===== src/sv/quaternion_to_rotation_matrix_unit_macros.svh =====
// assertion macros shared by the quaternion to rotation matrix rtl
`ifndef QUATERNION_TO_ROTATION_MATRIX_UNIT_MACROS_SVH
`define QUATERNION_TO_ROTATION_MATRIX_UNIT_MACROS_SVH

// antecedent implies consequent in the same cycle
`define QRM_ASSERT_IMPL(lbl, clk, rst_n, ante, cons, msg) \
    lbl: assert property (@(posedge clk) disable iff (!rst_n) (ante) |-> (cons)) \
        else $error(msg);

// condition must never hold
`define QRM_ASSERT_NEVER(lbl, clk, rst_n, bad, msg) \
    lbl: assert property (@(posedge clk) disable iff (!rst_n) !(bad)) \
        else $error(msg);

`endif


===== src/sv/qrm_pkg.sv =====
// package with widths, types and helpers of the quaternion to rotation matrix unit
package qrm_pkg;

    localparam int QW           = 16;
    localparam int TW           = 32;
    localparam int PW           = 32;
    localparam int LW           = 33;
    localparam int NW           = 34;
    localparam int EW           = LW + 1;
    localparam int QB           = 15;
    localparam int DW           = NW - 1 + QB + 1;
    localparam int N_ENT        = 9;
    localparam int FRONT_STAGES = 3;
    localparam int DIV_STAGES   = QB;
    localparam int SIDE_LAT     = FRONT_STAGES + DIV_STAGES;

    localparam logic [QW-1:0] ONE_Q14 = QW'(16384);

    typedef struct packed {
        logic neg;
        logic zero;
    } t_tag;

    typedef struct packed {
        logic [TW-1:0] x;
        logic [TW-1:0] y;
        logic [TW-1:0] z;
    } t_trans;

    // signed entry from rounded magnitude, always in range for 15 bit magnitudes
    function automatic logic [QW-1:0] to_q14(input logic [QB-1:0] q, input logic neg);
        logic [QW-1:0] m;
        m = {1'b0, q};
        return neg ? (QW'(0) - m) : m;
    endfunction

endpackage


===== src/sv/qrm_div.sv =====
// pipelined restoring divider, one quotient bit per stage
`include "quaternion_to_rotation_matrix_unit_macros.svh"

module qrm_div
    import qrm_pkg::*;
(
    input  logic          i_clk,
    input  logic          i_rst_n,
    input  logic          i_en,
    input  logic          i_valid,
    input  logic [DW-1:0] i_num,
    input  logic [EW-1:0] i_den,
    input  t_tag          i_tag,
    output logic          o_valid,
    output logic [QB-1:0] o_quo,
    output t_tag          o_tag
);

    logic          r_valid [1:DIV_STAGES];
    logic [DW-1:0] r_rem   [1:DIV_STAGES];
    logic [EW-1:0] r_den   [1:DIV_STAGES];
    logic [QB-1:0] r_quo   [1:DIV_STAGES];
    t_tag          r_tag   [1:DIV_STAGES];

    for (genvar k = 1; k <= DIV_STAGES; k++) begin : g_stage
        logic          w_valid;
        logic [DW-1:0] w_rem;
        logic [EW-1:0] w_den;
        logic [QB-1:0] w_quo;
        t_tag          w_tag;
        logic [DW-1:0] w_sub;
        logic          w_ge;
        logic [DW-1:0] n_rem;
        logic [QB-1:0] n_quo;

        if (k == 1) begin : g_first
            assign w_valid = i_valid;
            assign w_rem   = i_num;
            assign w_den   = i_den;
            assign w_quo   = '0;
            assign w_tag   = i_tag;
        end else begin : g_next
            assign w_valid = r_valid[k-1];
            assign w_rem   = r_rem[k-1];
            assign w_den   = r_den[k-1];
            assign w_quo   = r_quo[k-1];
            assign w_tag   = r_tag[k-1];
        end

        always_comb begin
            w_sub = DW'(w_den) << (DIV_STAGES - k);
            w_ge  = (w_rem >= w_sub);
            n_rem = w_ge ? (w_rem - w_sub) : w_rem;
            n_quo = {w_quo[QB-2:0], w_ge};
        end

        always_ff @(posedge i_clk) begin
            if (!i_rst_n) begin
                r_valid[k] <= 1'b0;
            end else if (i_en) begin
                r_valid[k] <= w_valid;
            end
        end

        always_ff @(posedge i_clk) begin
            if (i_en) begin
                r_rem[k] <= n_rem;
                r_den[k] <= w_den;
                r_quo[k] <= n_quo;
                r_tag[k] <= w_tag;
            end
        end
    end

    assign o_valid = r_valid[DIV_STAGES];
    assign o_quo   = r_quo[DIV_STAGES];
    assign o_tag   = r_tag[DIV_STAGES];

    logic [DW-1:0] w_den_last;
    assign w_den_last = DW'(r_den[DIV_STAGES]);

    `QRM_ASSERT_NEVER(a_rem_below_den, i_clk, i_rst_n,
        r_valid[DIV_STAGES] && !r_tag[DIV_STAGES].zero && (r_rem[DIV_STAGES] >= w_den_last),
        "final remainder not below divisor")
    `QRM_ASSERT_NEVER(a_quo_max, i_clk, i_rst_n,
        r_valid[DIV_STAGES] && !r_tag[DIV_STAGES].zero && (r_quo[DIV_STAGES] > QB'(ONE_Q14)),
        "quotient above one")

endmodule


===== config.mk =====
export PLATFORM = sky130hd
export DESIGN_NAME = qrm_div
export DESIGN_NICKNAME = d
export VERILOG_FILES = /design/src/sv/qrm_pkg.sv /design/src/sv/qrm_div.sv
export VERILOG_INCLUDE_DIRS = /design/src /design/src/sv
export SDC_FILE = /design/constraint.sdc
export NUM_CORES = 2
export LEC_CHECK = 0
export BUFFER_PORTS_ARGS = -buffer_cell sky130_fd_sc_hd__buf_4
export CAP_MARGIN = 20
export CORE_MARGIN = 3
export CORE_UTILIZATION = 52
export DETAILED_ROUTE_END_ITERATION = 8
export PLACE_DENSITY = 0.71
export SYNTH_ARGS = -nofsm -noshare
export SYNTH_HDL_FRONTEND = slang
export SYNTH_SLANG_ARGS = --single-unit

===== constraint.sdc =====
create_clock -name i_clk -period 5 [get_ports i_clk]
set_input_delay 0.5 -clock i_clk [delete_from_list [all_inputs] [get_ports i_clk]]
set_output_delay 0.5 -clock i_clk [all_outputs]
set_load 0.02 [all_outputs]

* Yosys cells after proc, flatten, opt, wreduce, memory -nomap -nowiden
Memory sizes are Yosys's and may differ from the RTL's. Index checks and enable logic that the tools add are counted.
Operators by class: add/sub/neg operators 15, order comparisons 15, mux-type cells 35, bitwise operators 15
Operators by type and width (count):
- $mux 49 | 15
- $ge 49x34->1 | 1
- $ge 49x35->1 | 1
- $ge 49x36->1 | 1
- $ge 49x37->1 | 1
- $ge 49x38->1 | 1
- $ge 49x39->1 | 1
- $ge 49x40->1 | 1
- $ge 49x41->1 | 1
- $ge 49x42->1 | 1
- $ge 49x43->1 | 1
- $ge 49x44->1 | 1
- $ge 49x45->1 | 1
- $ge 49x46->1 | 1
- $ge 49x47->1 | 1
- $ge 49x48->1 | 1
- $sub 49x34->49 | 1
- $sub 49x35->49 | 1
- $sub 49x36->49 | 1
- $sub 49x37->49 | 1
- $sub 49x38->49 | 1
- $sub 49x39->49 | 1
- $sub 49x40->49 | 1
- $sub 49x41->49 | 1
- other kinds (9) | 42
Word-level totals: register bits after elaboration 0, memory bits (writable) 1515, input bits 89, output and inout port bits 18, logic and storage cells 85, memories kept 5
Memory list:
- r_rem | words 15, width 49, rd ports 14, clocked after Yosys merged registers in 0, wr ports 15, line qrm_div.sv:20 | logic [DW-1:0] r_rem [1:DIV_STAGES];
- r_den | words 15, width 34, rd ports 14, clocked after Yosys merged registers in 0, wr ports 15, line qrm_div.sv:21 | logic [EW-1:0] r_den [1:DIV_STAGES];
- r_quo | words 15, width 15, rd ports 15, clocked after Yosys merged registers in 0, wr ports 15, line qrm_div.sv:22 | logic [QB-1:0] r_quo [1:DIV_STAGES];
- r_tag | words 15, width 2, rd ports 15, clocked after Yosys merged registers in 0, wr ports 15, line qrm_div.sv:23 | t_tag r_tag [1:DIV_STAGES];
- r_valid | words 15, width 1, rd ports 15, clocked after Yosys merged registers in 0, wr ports 15, line qrm_div.sv:19 | logic r_valid [1:DIV_STAGES];

* Longest topological paths before layout
word-level depth 4, depth in mapped cells 17, depth with buffers taken out 15

* Worst setup path after synthesis
No wires, ideal clock.
path type register -> register, start register, netlist name r_rem[0][62], end register, netlist name r_rem[0][145], setup time 0.276 ns, data arrival time 3.208 ns, required time 4.724 ns, slack 1.516 ns, cell stages (with the launch flop) 15, path buffers 0, period minus slack after synthesis 3.484 ns, cells stage by stage edfxtp_1 > inv_1 > ha_1 > inv_1 > fa_1 > a211oi_1 > nor2_1 > o22a_1 > a211o_1 > o22ai_1 > or3_1 > a21oi_1 > a311o_1 > a2111oi_1 > xor2_1

==> results.md <==
* Power share of the clock group at 0.219
* Initial Utilization at 0.5248
* Number of rows created at floorplan at 139
* GRT Residual Overflow at 0
* Mean instance size in the synthesized netlist at 10.73 sq um
* Width of the die at 387.2 um
* Total setup violations reported at the end of the flow at 0
* Clock tree buffer depth at 3
* CTS sink count at 1327
* Peak supply drop at 0.3361 mV
* Number of I/O port buffers at 106
* MaxCap Viol Count at 0
* Cells along the critical path: inv_1 > ha_1 > inv_1 > fa_1 > a21oi_1 > o21ai_0 > o211a_1 > a21oi_1 > o21ai_0 > a21oi_1 > o21ai_0 > a32oi_1 > nand3_1 > xnor2_1
* Worst setup slack for register-to-register paths at 0.67 ns
* Switching power as a share of total power at 0.3671
* Pin count of the biggest net entering global routing at 171
* FILL cells at 11810
* Number of search-and-repair iterations in the first detailed-routing pass at 8
* Drc violations at 0
* Netlist area before placement at 75570 sq um
* Post_cts resized at 0
* Height of the die at 387.2 um
* Final net count at 7844
* Maximum clock frequency at 0.2308 GHz
* Slew Limit Fails at 0
* Total power draw at 48.41 mW
* Number of H-tree levels at 4
* Clock insertion delay at the later pin of the skew report at 0.79 ns
* Final period util at 0.8664
* Primary flip-flop cell chosen by synthesis mapping: edfxtp_1
* DPL Wire Length at 141700 um
* Type of the most critical hold path: input port to register
* Classification of the worst setup path: register to register
* Total CTS buffers at 147
* Worst Path Arrival at 4.86 ns
* Buffers & Inverters on Critical Path at 2
* Endpoint class of the critical path: register
* Share of total power in sequential cells at 0.364
* Peak fanout along the critical path at 5
* Number of cells produced by synthesis at 7043
* Global routing usage summed across all routing layers at 0.2418
* Share of async-settable or async-resettable flops after synthesis at 0
* Pleak at 33.79 nW
* Setup repair after global routing missed its margin: no
* DRT Wirelength at 182100 um
* Final-layout setup total negative slack at 0 ns
* Register bit count reported by yosys at 1327
* Clock edge transition at the registers on the reported setup and hold paths at 0.06 ns
* Nature of the critical path startpoint: register
* CTS hold repair buffers at 83
* Number of antenna violations at the first check in global routing at 2
* Library cell occupying the most area in the post-synthesis netlist: edfxtp_1
* Number of warnings printed during yosys synthesis at 0
* Data required time at the worst endpoint at 5.53 ns
* Sw power at 17.77 mW
* DR iter-0 viols at 2746
* Last weighted congestion value of the routability-driven placer at 0.9762
* Kind of cell adding the most delay to the critical path: compound AO/OA/AOI/OAI gates
* Outcome: complete, no violations
* Number of global-route vias before repair at 54190
* Layout Cells excl Fill at 9252
* Final number of hold-violating endpoints at 0
* Number of buffers inserted by post-CTS setup repair at 0
* Total number of vias at 52450
* Final hold slack at 0.06457 ns
* Root Buffer Master: clkbuf_16
* Post-placement cell count at 8902
* Number of enable-type register cells in the synthesized netlist at 1327
* Minimum clock period after layout at 4.332 ns
* Master of the slowest instance on the critical path: a32oi_1
* Worst path max stage delay at 0.57 ns
* Net count after synthesis at 7656
* Part of the total power dissipated in combinational logic at 0.417
* Number of distinct library cell variants in the gate-level netlist after synthesis at 91
* Maximum clock skew at final layout at 0.02702 ns
* Int Pwr at 30.64 mW
* Area of the die at 149900 sq um
* Global-route wire length before repair at 286400 um
* Relative slew slack at 0.3376
* Least-Margin Pin Slew at 0.9877 ns
* Number of top-level pins at 107
* Areal power density over the cells at 573.7 nW/um^2
* Largest cells by area after synthesis: edfxtp_1 53%, ha_1 8.4%, a21oi_1 3.8%, o21ai_0 3.7%, xnor2_1 3.4%
* Drt wl/cell at 19.69 um
* Sequential cell area fraction in the yosys report at 0.5273
* Share of cells above drive strength 1 at 0.06874
* Residual antenna-violating net count after detailed routing at 0
* Post-synth top area share at 0.5273
* Clock tree from TritonCTS: built
* P&R area growth vs syn at 11.66%
* Routed vias/inst at 5.669
* Area of the core region at 144000 sq um
==> kinds of logic after synthesis <==
group,after synthesis,share of synthesized area
AOI/OAI and AO/OA,1908,0.1549
and+or+nand+nor,1833,0.1158
DFF,1327,0.5273
buffers and inverters,862,0.04324
adders and majority gates,524,0.08815
xor gates and xnor gates,516,0.05980
muxes,73,0.01078
==> registers in the layout (all words and copies together), names as in the netlist <==
name and flops:
r_rem 686, r_quo 120, r_valid 15, r_den 476, r_tag 30
==> worst paths after layout <==
check / start / endpoint / cells past startpoint
max: r_rem[0][638] / r_rem[0][733] / 14
min: i_num[43] / r_rem[0][92] / 3
max reg2reg: r_rem[0][638] / r_rem[0][733] / 14
min reg2reg: r_quo[0][186] / r_quo[0][202] / 0
==> worst reg2reg max path, cell delays in order (launching register included) <==
cell      delay (ns)
edfxtp_1        0.38
inv_1           0.07
ha_1            0.15
inv_1           0.05
fa_1            0.40
a21oi_1         0.23
o21ai_0         0.22
o211a_1         0.31
a21oi_1         0.31
o21ai_0         0.33
a21oi_1         0.43
o21ai_0         0.26
a32oi_1         0.57
nand3_1         0.20
xnor2_1         0.18
==> cell usage after synthesis (25+ instances only) <==
master and count:
edfxtp_1 1327, inv_1 636, nand2_1 626, a21oi_1 573, o21ai_0 552, ha_1 510, nor2_1 433, a21o_1 297
xnor2_1 290, xor2_1 226, clkbuf_1 183, nand3_1 129, nand4_1 113, nor3_1 102, nand2b_1 71, o21bai_1 71
mux2_2 67, nor2b_1 61, nor4_1 57, o21a_1 55, and3_1 54, a31oi_1 47, o211ai_1 42, a211oi_1 41
o31ai_1 40, or3_1 35, or4_1 33, and2_1 32, buf_2 25
==> cell type report <==
cell class / instances / area (sq um) / share of cell area
Clock inverter: 83 / 898.4 / 0.01065
Multi-Input combinational cell: 4854 / 32590 / 0.3862
Antenna cell: 2 / 5.005 / 0.00005931
Inverter: 638 / 2395 / 0.02838
Clock buffer: 182 / 3852 / 0.04565
Tap cell: 1903 / 2381 / 0.02822
Timing Repair Buffer: 263 / 2415 / 0.02862
Sequential cell: 1327 / 39850 / 0.4722
==> routing by layer <==
| metal | global-route usage | routed length (um) | vias to the layer above |
|---|---|---|---|
| met1 | 0.2290 | 63660 | 24660 |
| met4 | 0.1642 | 13800 | 0 |
| met2 | 0.4784 | 99610 | 1169 |
| met5 | 0 | 0 | - |
| li1 | - | - | 26120 |
| met3 | 0.02998 | 5076 | 502 |
==> metrics by stage <==
| step | utilization | worst slack (ns) | area (sq um) |
|---|---|---|---|
| 2_1_floorplan | - | 1.516 | 75570 |
| 3_3_place_gp | 0.5472 | 0.7243 | 78800 |
| 3_5_place_dp | 0.5472 | 0.7055 | 78800 |
| 4_1_cts | 0.5860 | 0.6483 | 84380 |
| 5_1_grt | 0.5860 | 0.4590 | 84380 |
| 6_report | 0.5860 | 0.6679 | 84390 |
==> power by group through the flow <==
| stage | Combinational (mW) | Sequential, mW | Clock [mW] |
|---|---|---|---|
| after detailed placement | 19.9 | 17.8 | 0 |
| after global routing | 22.5 | 17.9 | 11.4 |
| after global placement | 19.8 | 17.8 | 0 |
| final | 20.2 | 17.6 | 10.6 |
| after CTS | 20.1 | 17.6 | 10.9 |
| after floorplan | 15.0 | 17.2 | 0 |
==> layout by cell type (no fill, tap or decap), types with 40 or more instances in the layout <==
master / n
a211oi_1: 41
a21o_1: 297
a21oi_1: 571
a31oi_1: 44
and3_1: 54
buf_4: 162
clkbuf_16: 149
dlygate4sd3_1: 83
edfxtp_1: 1327
ha_1: 510
inv_1: 635
mux2_2: 67
nand2_1: 625
nand2b_1: 71
nand3_1: 129
nand4_1: 113
nor2_1: 433
nor2b_1: 61
nor3_1: 102
nor4_1: 54
o211ai_1: 42
o21a_1: 54
o21ai_0: 552
o21bai_1: 70
o31ai_1: 40
xnor2_1: 290
xor2_1: 226
(Power assumes the default switching activity.)
